===== src/rtl/rep_pkg.sv =====
`default_nettype none

package rep_pkg;

    // Width of the internal bound arithmetic; saturation happens at 2^(BOUND_WIDTH-1)-1.
    localparam int BOUND_WIDTH = 32;
    localparam int OUT_WIDTH   = 32;
    localparam int CH_WIDTH    = 16;
    localparam int DIGIT_WIDTH = 4;

    localparam int FIFO_DEPTH = 4;
    localparam int FIFO_PTR_W = $clog2(FIFO_DEPTH);
    localparam int FIFO_CNT_W = $clog2(FIFO_DEPTH + 1);

    typedef logic signed [BOUND_WIDTH-1:0] bound_t;

    localparam bound_t BOUND_MAX   = {1'b0, {(BOUND_WIDTH-1){1'b1}}};
    localparam bound_t BOUND_ZERO  = '0;
    localparam bound_t BOUND_ONE   = bound_t'(1);
    localparam bound_t BOUND_UNB   = bound_t'(-1);
    localparam bound_t BOUND_QUERY = bound_t'(-2);
    localparam bound_t BOUND_ERR   = bound_t'(-3);

    localparam logic [CH_WIDTH-1:0] CH_LT    = 16'h003C;
    localparam logic [CH_WIDTH-1:0] CH_GT    = 16'h003E;
    localparam logic [CH_WIDTH-1:0] CH_QUEST = 16'h003F;
    localparam logic [CH_WIDTH-1:0] CH_DASH  = 16'h002D;
    localparam logic [CH_WIDTH-1:0] CH_EQ    = 16'h003D;
    localparam logic [CH_WIDTH-1:0] CH_ZERO  = 16'h0030;
    localparam logic [CH_WIDTH-1:0] CH_NINE  = 16'h0039;

    typedef enum logic [2:0] {
        CLS_NONE,
        CLS_DIGIT,
        CLS_LT,
        CLS_GT,
        CLS_QUEST,
        CLS_DASH,
        CLS_EQ,
        CLS_OTHER
    } char_class_t;

    typedef struct packed {
        char_class_t            cls;
        logic [DIGIT_WIDTH-1:0] digit;
        logic                   last;
    } item_t;

    typedef enum logic [3:0] {
        PH_INIT,
        PH_NUM,
        PH_LE,
        PH_LT,
        PH_GE,
        PH_GT,
        PH_QUESTION,
        PH_RANGE,
        PH_ERR
    } phase_t;

    // Decimal accumulate v*10+d, clamped at BOUND_MAX. Negative inputs count as zero.
    function automatic bound_t accumulate(input bound_t v, input logic [DIGIT_WIDTH-1:0] d);
        logic [BOUND_WIDTH+3:0] base;
        logic [BOUND_WIDTH+3:0] prod;
        base = v[BOUND_WIDTH-1] ? '0 : {4'b0000, v};
        prod = (base << 3) + (base << 1) + {{BOUND_WIDTH{1'b0}}, d};
        if (prod > {4'b0000, BOUND_MAX})
            return BOUND_MAX;
        else
            return bound_t'(prod[BOUND_WIDTH-1:0]);
    endfunction

    // Sign-extend or truncate a bound to the output width.
    function automatic logic [OUT_WIDTH-1:0] to_out(input bound_t v);
        logic [64:0] ext;
        ext = {{(65-BOUND_WIDTH){v[BOUND_WIDTH-1]}}, v};
        return ext[OUT_WIDTH-1:0];
    endfunction

endpackage

`default_nettype wire


===== src/rtl/rep_front.sv =====
`default_nettype none

module rep_front
    import rep_pkg::*;
(
    input  wire logic [CH_WIDTH-1:0] ch,
    input  wire logic                has_char,
    input  wire logic                last,
    output item_t                    item
);

    logic [CH_WIDTH-1:0] digit_off;

    assign digit_off = ch - CH_ZERO;

    always_comb
    begin
        item.last  = last;
        item.digit = '0;
        if (!has_char)
            item.cls = CLS_NONE;
        else if (ch >= CH_ZERO && ch <= CH_NINE)
        begin
            item.cls   = CLS_DIGIT;
            item.digit = digit_off[DIGIT_WIDTH-1:0];
        end
        else if (ch == CH_LT)
            item.cls = CLS_LT;
        else if (ch == CH_GT)
            item.cls = CLS_GT;
        else if (ch == CH_QUEST)
            item.cls = CLS_QUEST;
        else if (ch == CH_DASH)
            item.cls = CLS_DASH;
        else if (ch == CH_EQ)
            item.cls = CLS_EQ;
        else
            item.cls = CLS_OTHER;
    end

endmodule

`default_nettype wire


===== src/rtl/rep_queue.sv =====
`default_nettype none

module rep_queue
    import rep_pkg::*;
(
    input  wire logic  clk,
    input  wire logic  rst_n,
    input  wire logic  push,
    input  wire item_t push_item,
    output logic       full,
    input  wire logic  pop,
    output logic       head_valid,
    output item_t      head_item
);

    item_t                 entry_reg [FIFO_DEPTH];
    logic [FIFO_PTR_W-1:0] wr_ptr_reg, wr_ptr_next;
    logic [FIFO_PTR_W-1:0] rd_ptr_reg, rd_ptr_next;
    logic [FIFO_CNT_W-1:0] count_reg, count_next;

    assign full       = (count_reg == FIFO_CNT_W'(FIFO_DEPTH));
    assign head_valid = (count_reg != '0);
    assign head_item  = entry_reg[rd_ptr_reg];

    always_comb
    begin
        wr_ptr_next = wr_ptr_reg;
        rd_ptr_next = rd_ptr_reg;
        count_next  = count_reg;
        if (push)
            wr_ptr_next = (wr_ptr_reg == FIFO_PTR_W'(FIFO_DEPTH - 1)) ? '0 : wr_ptr_reg + 1'b1;
        if (pop)
            rd_ptr_next = (rd_ptr_reg == FIFO_PTR_W'(FIFO_DEPTH - 1)) ? '0 : rd_ptr_reg + 1'b1;
        if (push && !pop)
            count_next = count_reg + 1'b1;
        else if (pop && !push)
            count_next = count_reg - 1'b1;
    end

    always_ff @(posedge clk or negedge rst_n)
    begin
        if (!rst_n)
        begin
            wr_ptr_reg <= '0;
            rd_ptr_reg <= '0;
            count_reg  <= '0;
        end
        else
        begin
            wr_ptr_reg <= wr_ptr_next;
            rd_ptr_reg <= rd_ptr_next;
            count_reg  <= count_next;
        end
    end

    always_ff @(posedge clk)
    begin
        if (push)
            entry_reg[wr_ptr_reg] <= push_item;
    end

endmodule

`default_nettype wire


===== src/rtl/rep_back.sv =====
`default_nettype none

module rep_back
    import rep_pkg::*;
(
    input  wire logic                  clk,
    input  wire logic                  rst_n,
    input  wire logic                  head_valid,
    input  wire item_t                 head_item,
    output logic                       pop,
    output logic                       out_valid,
    input  wire logic                  out_ready,
    output logic [OUT_WIDTH-1:0]       out_low,
    output logic [OUT_WIDTH-1:0]       out_high
);

    phase_t phase_reg, phase_next;
    bound_t first_reg, first_next;
    bound_t second_reg, second_next;
    logic   ignore_reg, ignore_next;

    logic                 out_valid_reg, out_valid_next;
    logic [OUT_WIDTH-1:0] out_low_reg, out_low_next;
    logic [OUT_WIDTH-1:0] out_high_reg, out_high_next;

    // State after the current character is applied.
    phase_t s_phase;
    bound_t s_first;
    bound_t s_second;
    logic   s_ignore;
    bound_t res_low;
    bound_t res_high;
    logic   out_free;
    logic   is_digit;

    assign out_free  = !out_valid_reg || out_ready;
    assign pop       = head_valid && (!head_item.last || out_free);
    assign out_valid = out_valid_reg;
    assign out_low   = out_low_reg;
    assign out_high  = out_high_reg;
    assign is_digit  = (head_item.cls == CLS_DIGIT);

    // Character step.
    always_comb
    begin
        s_phase  = phase_reg;
        s_first  = first_reg;
        s_second = second_reg;
        s_ignore = ignore_reg;
        if (head_item.cls != CLS_NONE && !ignore_reg)
        begin
            unique case (phase_reg)
                PH_INIT:
                begin
                    unique case (head_item.cls)
                        CLS_LT:
                        begin
                            s_first = BOUND_UNB;
                            s_phase = PH_LT;
                        end
                        CLS_GT:
                        begin
                            s_second = BOUND_UNB;
                            s_phase  = PH_GT;
                        end
                        CLS_QUEST:
                        begin
                            s_first  = BOUND_QUERY;
                            s_second = BOUND_QUERY;
                            s_phase  = PH_QUESTION;
                        end
                        CLS_DIGIT:
                        begin
                            s_phase  = PH_NUM;
                            s_second = BOUND_UNB;
                            s_first  = bound_t'(head_item.digit);
                        end
                        default:
                        begin
                            s_phase  = PH_ERR;
                            s_first  = BOUND_ERR;
                            s_second = BOUND_ERR;
                            s_ignore = 1'b1;
                        end
                    endcase
                end
                PH_LT, PH_LE:
                begin
                    priority if (head_item.cls == CLS_EQ && phase_reg == PH_LT)
                        s_phase = PH_LE;
                    else if (is_digit)
                        s_second = accumulate(second_reg, head_item.digit);
                    else
                    begin
                        s_phase  = PH_ERR;
                        s_first  = BOUND_ERR;
                        s_second = BOUND_ERR;
                        s_ignore = 1'b1;
                    end
                end
                PH_GT, PH_GE:
                begin
                    priority if (head_item.cls == CLS_EQ && phase_reg == PH_GT)
                        s_phase = PH_GE;
                    else if (is_digit)
                        s_first = accumulate(first_reg, head_item.digit);
                    else
                    begin
                        s_phase  = PH_ERR;
                        s_first  = BOUND_ERR;
                        s_second = BOUND_ERR;
                        s_ignore = 1'b1;
                    end
                end
                PH_NUM:
                begin
                    priority if (is_digit)
                        s_first = accumulate(first_reg, head_item.digit);
                    else if (head_item.cls == CLS_DASH)
                    begin
                        s_second = BOUND_ZERO;
                        s_phase  = PH_RANGE;
                    end
                    else
                        s_ignore = 1'b1;
                end
                PH_RANGE:
                begin
                    if (is_digit)
                        s_second = accumulate(second_reg, head_item.digit);
                    else
                        s_ignore = 1'b1;
                end
                default:
                    s_ignore = 1'b1;
            endcase
        end
    end

    // Final bounds from the stepped state.
    always_comb
    begin
        res_low  = s_first;
        res_high = s_second;
        unique case (s_phase)
            PH_INIT:
            begin
                res_low  = BOUND_UNB;
                res_high = BOUND_UNB;
            end
            PH_NUM:
                res_high = s_first;
            PH_LT:
                res_high = s_second - BOUND_ONE;
            PH_GT:
                res_low = (s_first < BOUND_MAX) ? s_first + BOUND_ONE : s_first;
            default:
            begin
                res_low  = s_first;
                res_high = s_second;
            end
        endcase
    end

    always_comb
    begin
        phase_next     = phase_reg;
        first_next     = first_reg;
        second_next    = second_reg;
        ignore_next    = ignore_reg;
        out_valid_next = out_valid_reg && !out_ready;
        out_low_next   = out_low_reg;
        out_high_next  = out_high_reg;
        if (pop)
        begin
            if (head_item.last)
            begin
                phase_next     = PH_INIT;
                first_next     = BOUND_ZERO;
                second_next    = BOUND_ZERO;
                ignore_next    = 1'b0;
                out_valid_next = 1'b1;
                out_low_next   = to_out(res_low);
                out_high_next  = to_out(res_high);
            end
            else
            begin
                phase_next  = s_phase;
                first_next  = s_first;
                second_next = s_second;
                ignore_next = s_ignore;
            end
        end
    end

    always_ff @(posedge clk or negedge rst_n)
    begin
        if (!rst_n)
        begin
            phase_reg     <= PH_INIT;
            first_reg     <= BOUND_ZERO;
            second_reg    <= BOUND_ZERO;
            ignore_reg    <= 1'b0;
            out_valid_reg <= 1'b0;
        end
        else
        begin
            phase_reg     <= phase_next;
            first_reg     <= first_next;
            second_reg    <= second_next;
            ignore_reg    <= ignore_next;
            out_valid_reg <= out_valid_next;
        end
    end

    always_ff @(posedge clk)
    begin
        out_low_reg  <= out_low_next;
        out_high_reg <= out_high_next;
    end

endmodule

`default_nettype wire


===== src/rtl/range_expression_parser_top.sv =====
`default_nettype none

// Range query parser. Characters of a query such as "12", "3-40", "<=7", ">5" or "?"
// arrive one per transaction on the s_axis side, and the transaction with tlast set
// closes the query and produces one transaction on the m_axis side carrying the lower
// and upper bound as signed 32-bit values: -1 means unbounded, -2 means the query mark
// and -3 means a syntax error. A transaction with tuser low carries no character and
// only serves to close a query when tlast is set. The block takes one transaction per
// clock cycle for as long as its four-entry queue has room; the parse state machine
// behind the queue retires one character per cycle, except that a closing transaction
// waits while the output register still holds a result not yet taken. A result passes
// from the queue through the parse state machine into an output register and is held
// there until taken, while characters of the next query keep flowing into the queue.
module range_expression_parser_top
    import rep_pkg::*;
(
    input  wire logic                  clk,
    input  wire logic                  rst_n,
    input  wire logic                  s_axis_tvalid,
    output logic                       s_axis_tready,
    input  wire logic [CH_WIDTH-1:0]   s_axis_tdata,   // [15:0] ch
    input  wire logic                  s_axis_tuser,   // [0] has_char
    input  wire logic                  s_axis_tlast,   // last character of the query
    output logic                       m_axis_tvalid,
    input  wire logic                  m_axis_tready,
    output logic [2*OUT_WIDTH-1:0]     m_axis_tdata    // [31:0] low_bound, [63:32] high_bound
);

    item_t in_item;
    item_t head_item;
    logic  queue_full;
    logic  head_valid;
    logic  pop;
    logic  push;

    logic [OUT_WIDTH-1:0] low_bound;
    logic [OUT_WIDTH-1:0] high_bound;

    assign s_axis_tready = !queue_full;
    assign push          = s_axis_tvalid && !queue_full;
    assign m_axis_tdata  = {high_bound, low_bound};

    // Front end: turns each character into a class code and digit value.
    rep_front u_front (
        .ch       (s_axis_tdata),
        .has_char (s_axis_tuser),
        .last     (s_axis_tlast),
        .item     (in_item)
    );

    // Decouples the input stream from the parser so either side can stall.
    rep_queue u_queue (
        .clk        (clk),
        .rst_n      (rst_n),
        .push       (push),
        .push_item  (in_item),
        .full       (queue_full),
        .pop        (pop),
        .head_valid (head_valid),
        .head_item  (head_item)
    );

    // Back end: parse state machine and output register.
    rep_back u_back (
        .clk        (clk),
        .rst_n      (rst_n),
        .head_valid (head_valid),
        .head_item  (head_item),
        .pop        (pop),
        .out_valid  (m_axis_tvalid),
        .out_ready  (m_axis_tready),
        .out_low    (low_bound),
        .out_high   (high_bound)
    );

endmodule

`default_nettype wire


===== config.mk =====
export PLATFORM = sky130hd
export DESIGN_NAME = range_expression_parser_top
export DESIGN_NICKNAME = d
export VERILOG_FILES = /design/src/rtl/rep_pkg.sv /design/src/rtl/rep_front.sv /design/src/rtl/rep_queue.sv /design/src/rtl/rep_back.sv /design/src/rtl/range_expression_parser_top.sv
export SDC_FILE = /design/constraint.sdc
export NUM_CORES = 1
export LEC_CHECK = 0
export BUFFER_PORTS_ARGS = -buffer_cell sky130_fd_sc_hd__buf_2
export CAP_MARGIN = 15
export CORE_AREA = 2 2 202 145
export DETAILED_ROUTE_END_ITERATION = 8
export DIE_AREA = 0 0 204 147
export PLACE_DENSITY_LB_ADDON = 0.08
export SLEW_MARGIN = 20
export SYNTH_ARGS = -nofsm -noshare
export SYNTH_HDL_FRONTEND = slang
export SYNTH_HIERARCHICAL = 1
export SYNTH_SLANG_ARGS = --single-unit

===== constraint.sdc =====
create_clock -name clk -period 7.86 [get_ports clk]
set_input_delay 1.572 -clock clk [delete_from_list [all_inputs] [get_ports clk]]
set_output_delay 1.572 -clock clk [all_outputs]
set_load 0.02 [all_outputs]

==> metrics.yaml <==
path_clk_slew_ns: 0.08
skew_ns: 0.01298
slew_headroom_pct: 27.70
crit_path_end_kind: "flop"
synth_area_leaders: "edfxtp_1 17%, dfrtp_1 12%, ha_1 9.8%, o21ai_0 5.4%, a21oi_1 5.2%"
holdBufCountCts: 0
viasPerCell: 7.157
worst_slew_pin_slew_ns: 1.082
htreeDepth: 4
final_common_cell: "nand2_1"
yosysUniqueCellTypes: 108
nets: 2203
status: "finished clean"
arrival_ns: 7.65
dpl.hpwl_um: 47090
hold_violations: 0
reg2reg_from: "u_queue/rd_ptr_reg[0]"
antenna_found_initial: 0
ys_warn_count: 6
yosysSeqAreaShare_pct: 29.03
synthCells: 1999
wl_per_cell_um: 25.49
first_pass_iters: 6
root_buffer: "clkbuf_16"
post-route-period-util_pct: 95.41
hold_path.startpoint: "u_back/second_reg[28]"
area_growth_pct: 8.896
fin_crit_ns: 7.499
min_path_type: "flop to flop"
synthArstFlopShare_pct: 44.51
start_util_pct: 58.68
final_cell_mix: "229 x nand2_1, 179 x o21ai_0, 173 x a21oi_1"
crit_type: "flop to flop"
required_ns: 8.01
cap_viol_max_count: 0
cts_buffer_depth: 2
grt_max_degree: 73
hold_end: "u_back/second_reg[28]"
placementRows: 52
rr_endpoint: "u_back/out_low[11]"
syn_avg_cell_area_um2: 8.289
wl_um: 62200
die_w_um: 204
grt.overflow.total: 0
setup_viol_count_final: 0
synth_area_um2: 16570
tritoncts: "done"
cts_sinks: 173
drt_first_iter_violations: 2697
dieArea_um2: 29990
syn-num-nets: 2155
clock_latency_ns: 0.46
rsz0062_at_grt: "no"
synth_top_area_share_pct: 17.40
synth_top_cell_by_area: "edfxtp_1"
dominantRegCellSynth: "edfxtp_1"
timing.fmax_ghz: 0.1333
die_y_um: 147
slew_violations: 0
final_cell_count_no_fill: 2440
vias: 17464
grt_pass1_wl_um: 93410
core_area_um2: 28240
first_global_vias: 15450
drive_gt1_share_pct: 11.89
r2r_slack_ns: 0.36
fin_tns_setup_ns: 0
whs_ns: 0.5069
hold_depth: 2
design.portCount: 88
io_buffers: 87
dp_cells: 2406
drcViolationCount: 0
synth_edf_count: 96
cp-start-kind: "flop"
reg2reg_depth: 23
ys_seq_elements: 173
path_max_fanout: 17
ant_nets: 0
place_congestion: 1.034
gr-usage-all-layers_pct: 40.98
cts_made_buffers: 17
==> cells in the mapped netlist, types with 7 or more instances <==
master      n
a21boi_0    8
edfxtp_1   96
mux4_2      8
o21ai_0   179
a22o_1     32
a22oi_1    16
nand2b_1   28
mux2i_1    12
clkbuf_1   75
buf_2      24
a31oi_1    33
dfrtp_1    77
xnor2_1    31
o21bai_1    8
nand2_1   230
and2_1     22
nor4_1     16
a21o_1     34
nor3_1     45
nor2_1    120
or4_1      16
ha_1      130
o211ai_1   28
xor2_1     24
nor2b_1    70
o221ai_1   15
o31ai_1    26
and3_1     15
o41ai_1    12
a21oi_1   173
nand4_1    26
a211o_1     7
a211oi_1   16
or2_2       9
nor3b_1    11
o21a_1     18
or3_1      15
o22ai_1    17
nand3_1    67
o21ai_1     8
inv_1      53
==> routing by layer <==
layer | wire (um) | part of all wire (%) | vias up | track usage, %
met5 | 108 | 0.17 | - | 2.597
met4 | 1100 | 1.8 | 4 | 8.007
met3 | 10980 | 18 | 109 | 18.12
li1 | - | - | 7680 | -
met2 | 22980 | 37 | 1366 | 50.63
met1 | 27030 | 43 | 8305 | 63.87
==> through the flow <==
stage	utilization (%)	instance area, um2	setup WS [ns]
after floorplan	-	16570	1.345
after global routing	63.88	18040	0.09452
after CTS	63.85	18030	0.5585
final	63.90	18040	0.3609
after global placement	61.69	17420	0.8176
after detailed placement	61.69	17420	0.5455
==> worst max-delay path: stages, from the launching register on <==
cell and delay, ns:
dfrtp_1 0.60, mux4_2 0.59, inv_1 0.22, fa_1 0.50
inv_1 0.09, ha_1 0.24, a211oi_1 0.63, o21ai_0 0.27
o221ai_1 0.33, a21oi_1 0.21, o21ai_0 0.18, a21bo_2 0.25
nand3_2 0.10, nor2_1 0.07, a21oi_1 0.30, ha_1 0.28
nand2_1 0.06, o21ai_0 0.40, nand4_1 0.21, or4_4 0.61
o31ai_4 0.50, buf_4 0.32, or4_1 0.16, nand3_1 0.09
==> timing repair <==
action                     4_1_cts  5_1_grt
setup buffers                    0        0
gates resized for setup          0        1
setup endpoints to repair        0        1
hold endpoints to repair         0        0
==> kinds of logic (layout without fill, tap and decap cells) <==
logic type | Yosys count | after routing | share of synthesized area (%)
other cells | 0 | 2 | 0
xor+xnor | 55 | 55 | 2.907
mux | 26 | 26 | 2.220
simple gates | 740 | 740 | 23.37
buf+inv | 164 | 225 | 4.146
flops | 173 | 173 | 29.03
fa+ha+maj | 134 | 134 | 10.30
compound gates | 707 | 707 | 28.03
==> area by class of cell <==
type / count / area [um2]
Multi-Input combinational cell: 1662 / 11110
Fill cell: 2488 / 10190
Sequential cell: 173 / 4810
Timing Repair Buffer: 138 / 824.5
Clock buffer: 21 / 493.0
Tap cell: 378 / 473.0
Inverter: 55 / 206.4
Clock inverter: 11 / 117.6
Antenna cell: 2 / 5.005
==> worst max-delay path by stage <==
stage                                from                   to  slack, ns
global route        u_queue/rd_ptr_reg[0]  u_back/out_high[28]       0.09
detailed placement  u_queue/rd_ptr_reg[0]  u_back/out_high[28]       0.55
global placement    u_queue/rd_ptr_reg[0]  u_back/out_high[28]       0.82
CTS                 u_queue/rd_ptr_reg[0]  u_back/out_high[28]       0.56
finish              u_queue/rd_ptr_reg[0]   u_back/out_low[11]       0.36
floorplan           u_queue/rd_ptr_reg[0]  u_back/out_high[28]       1.35
Power is left out: the tool's default activity adds up to more than one toggle a clock period on the data nets, which glitch-free logic cannot reach.
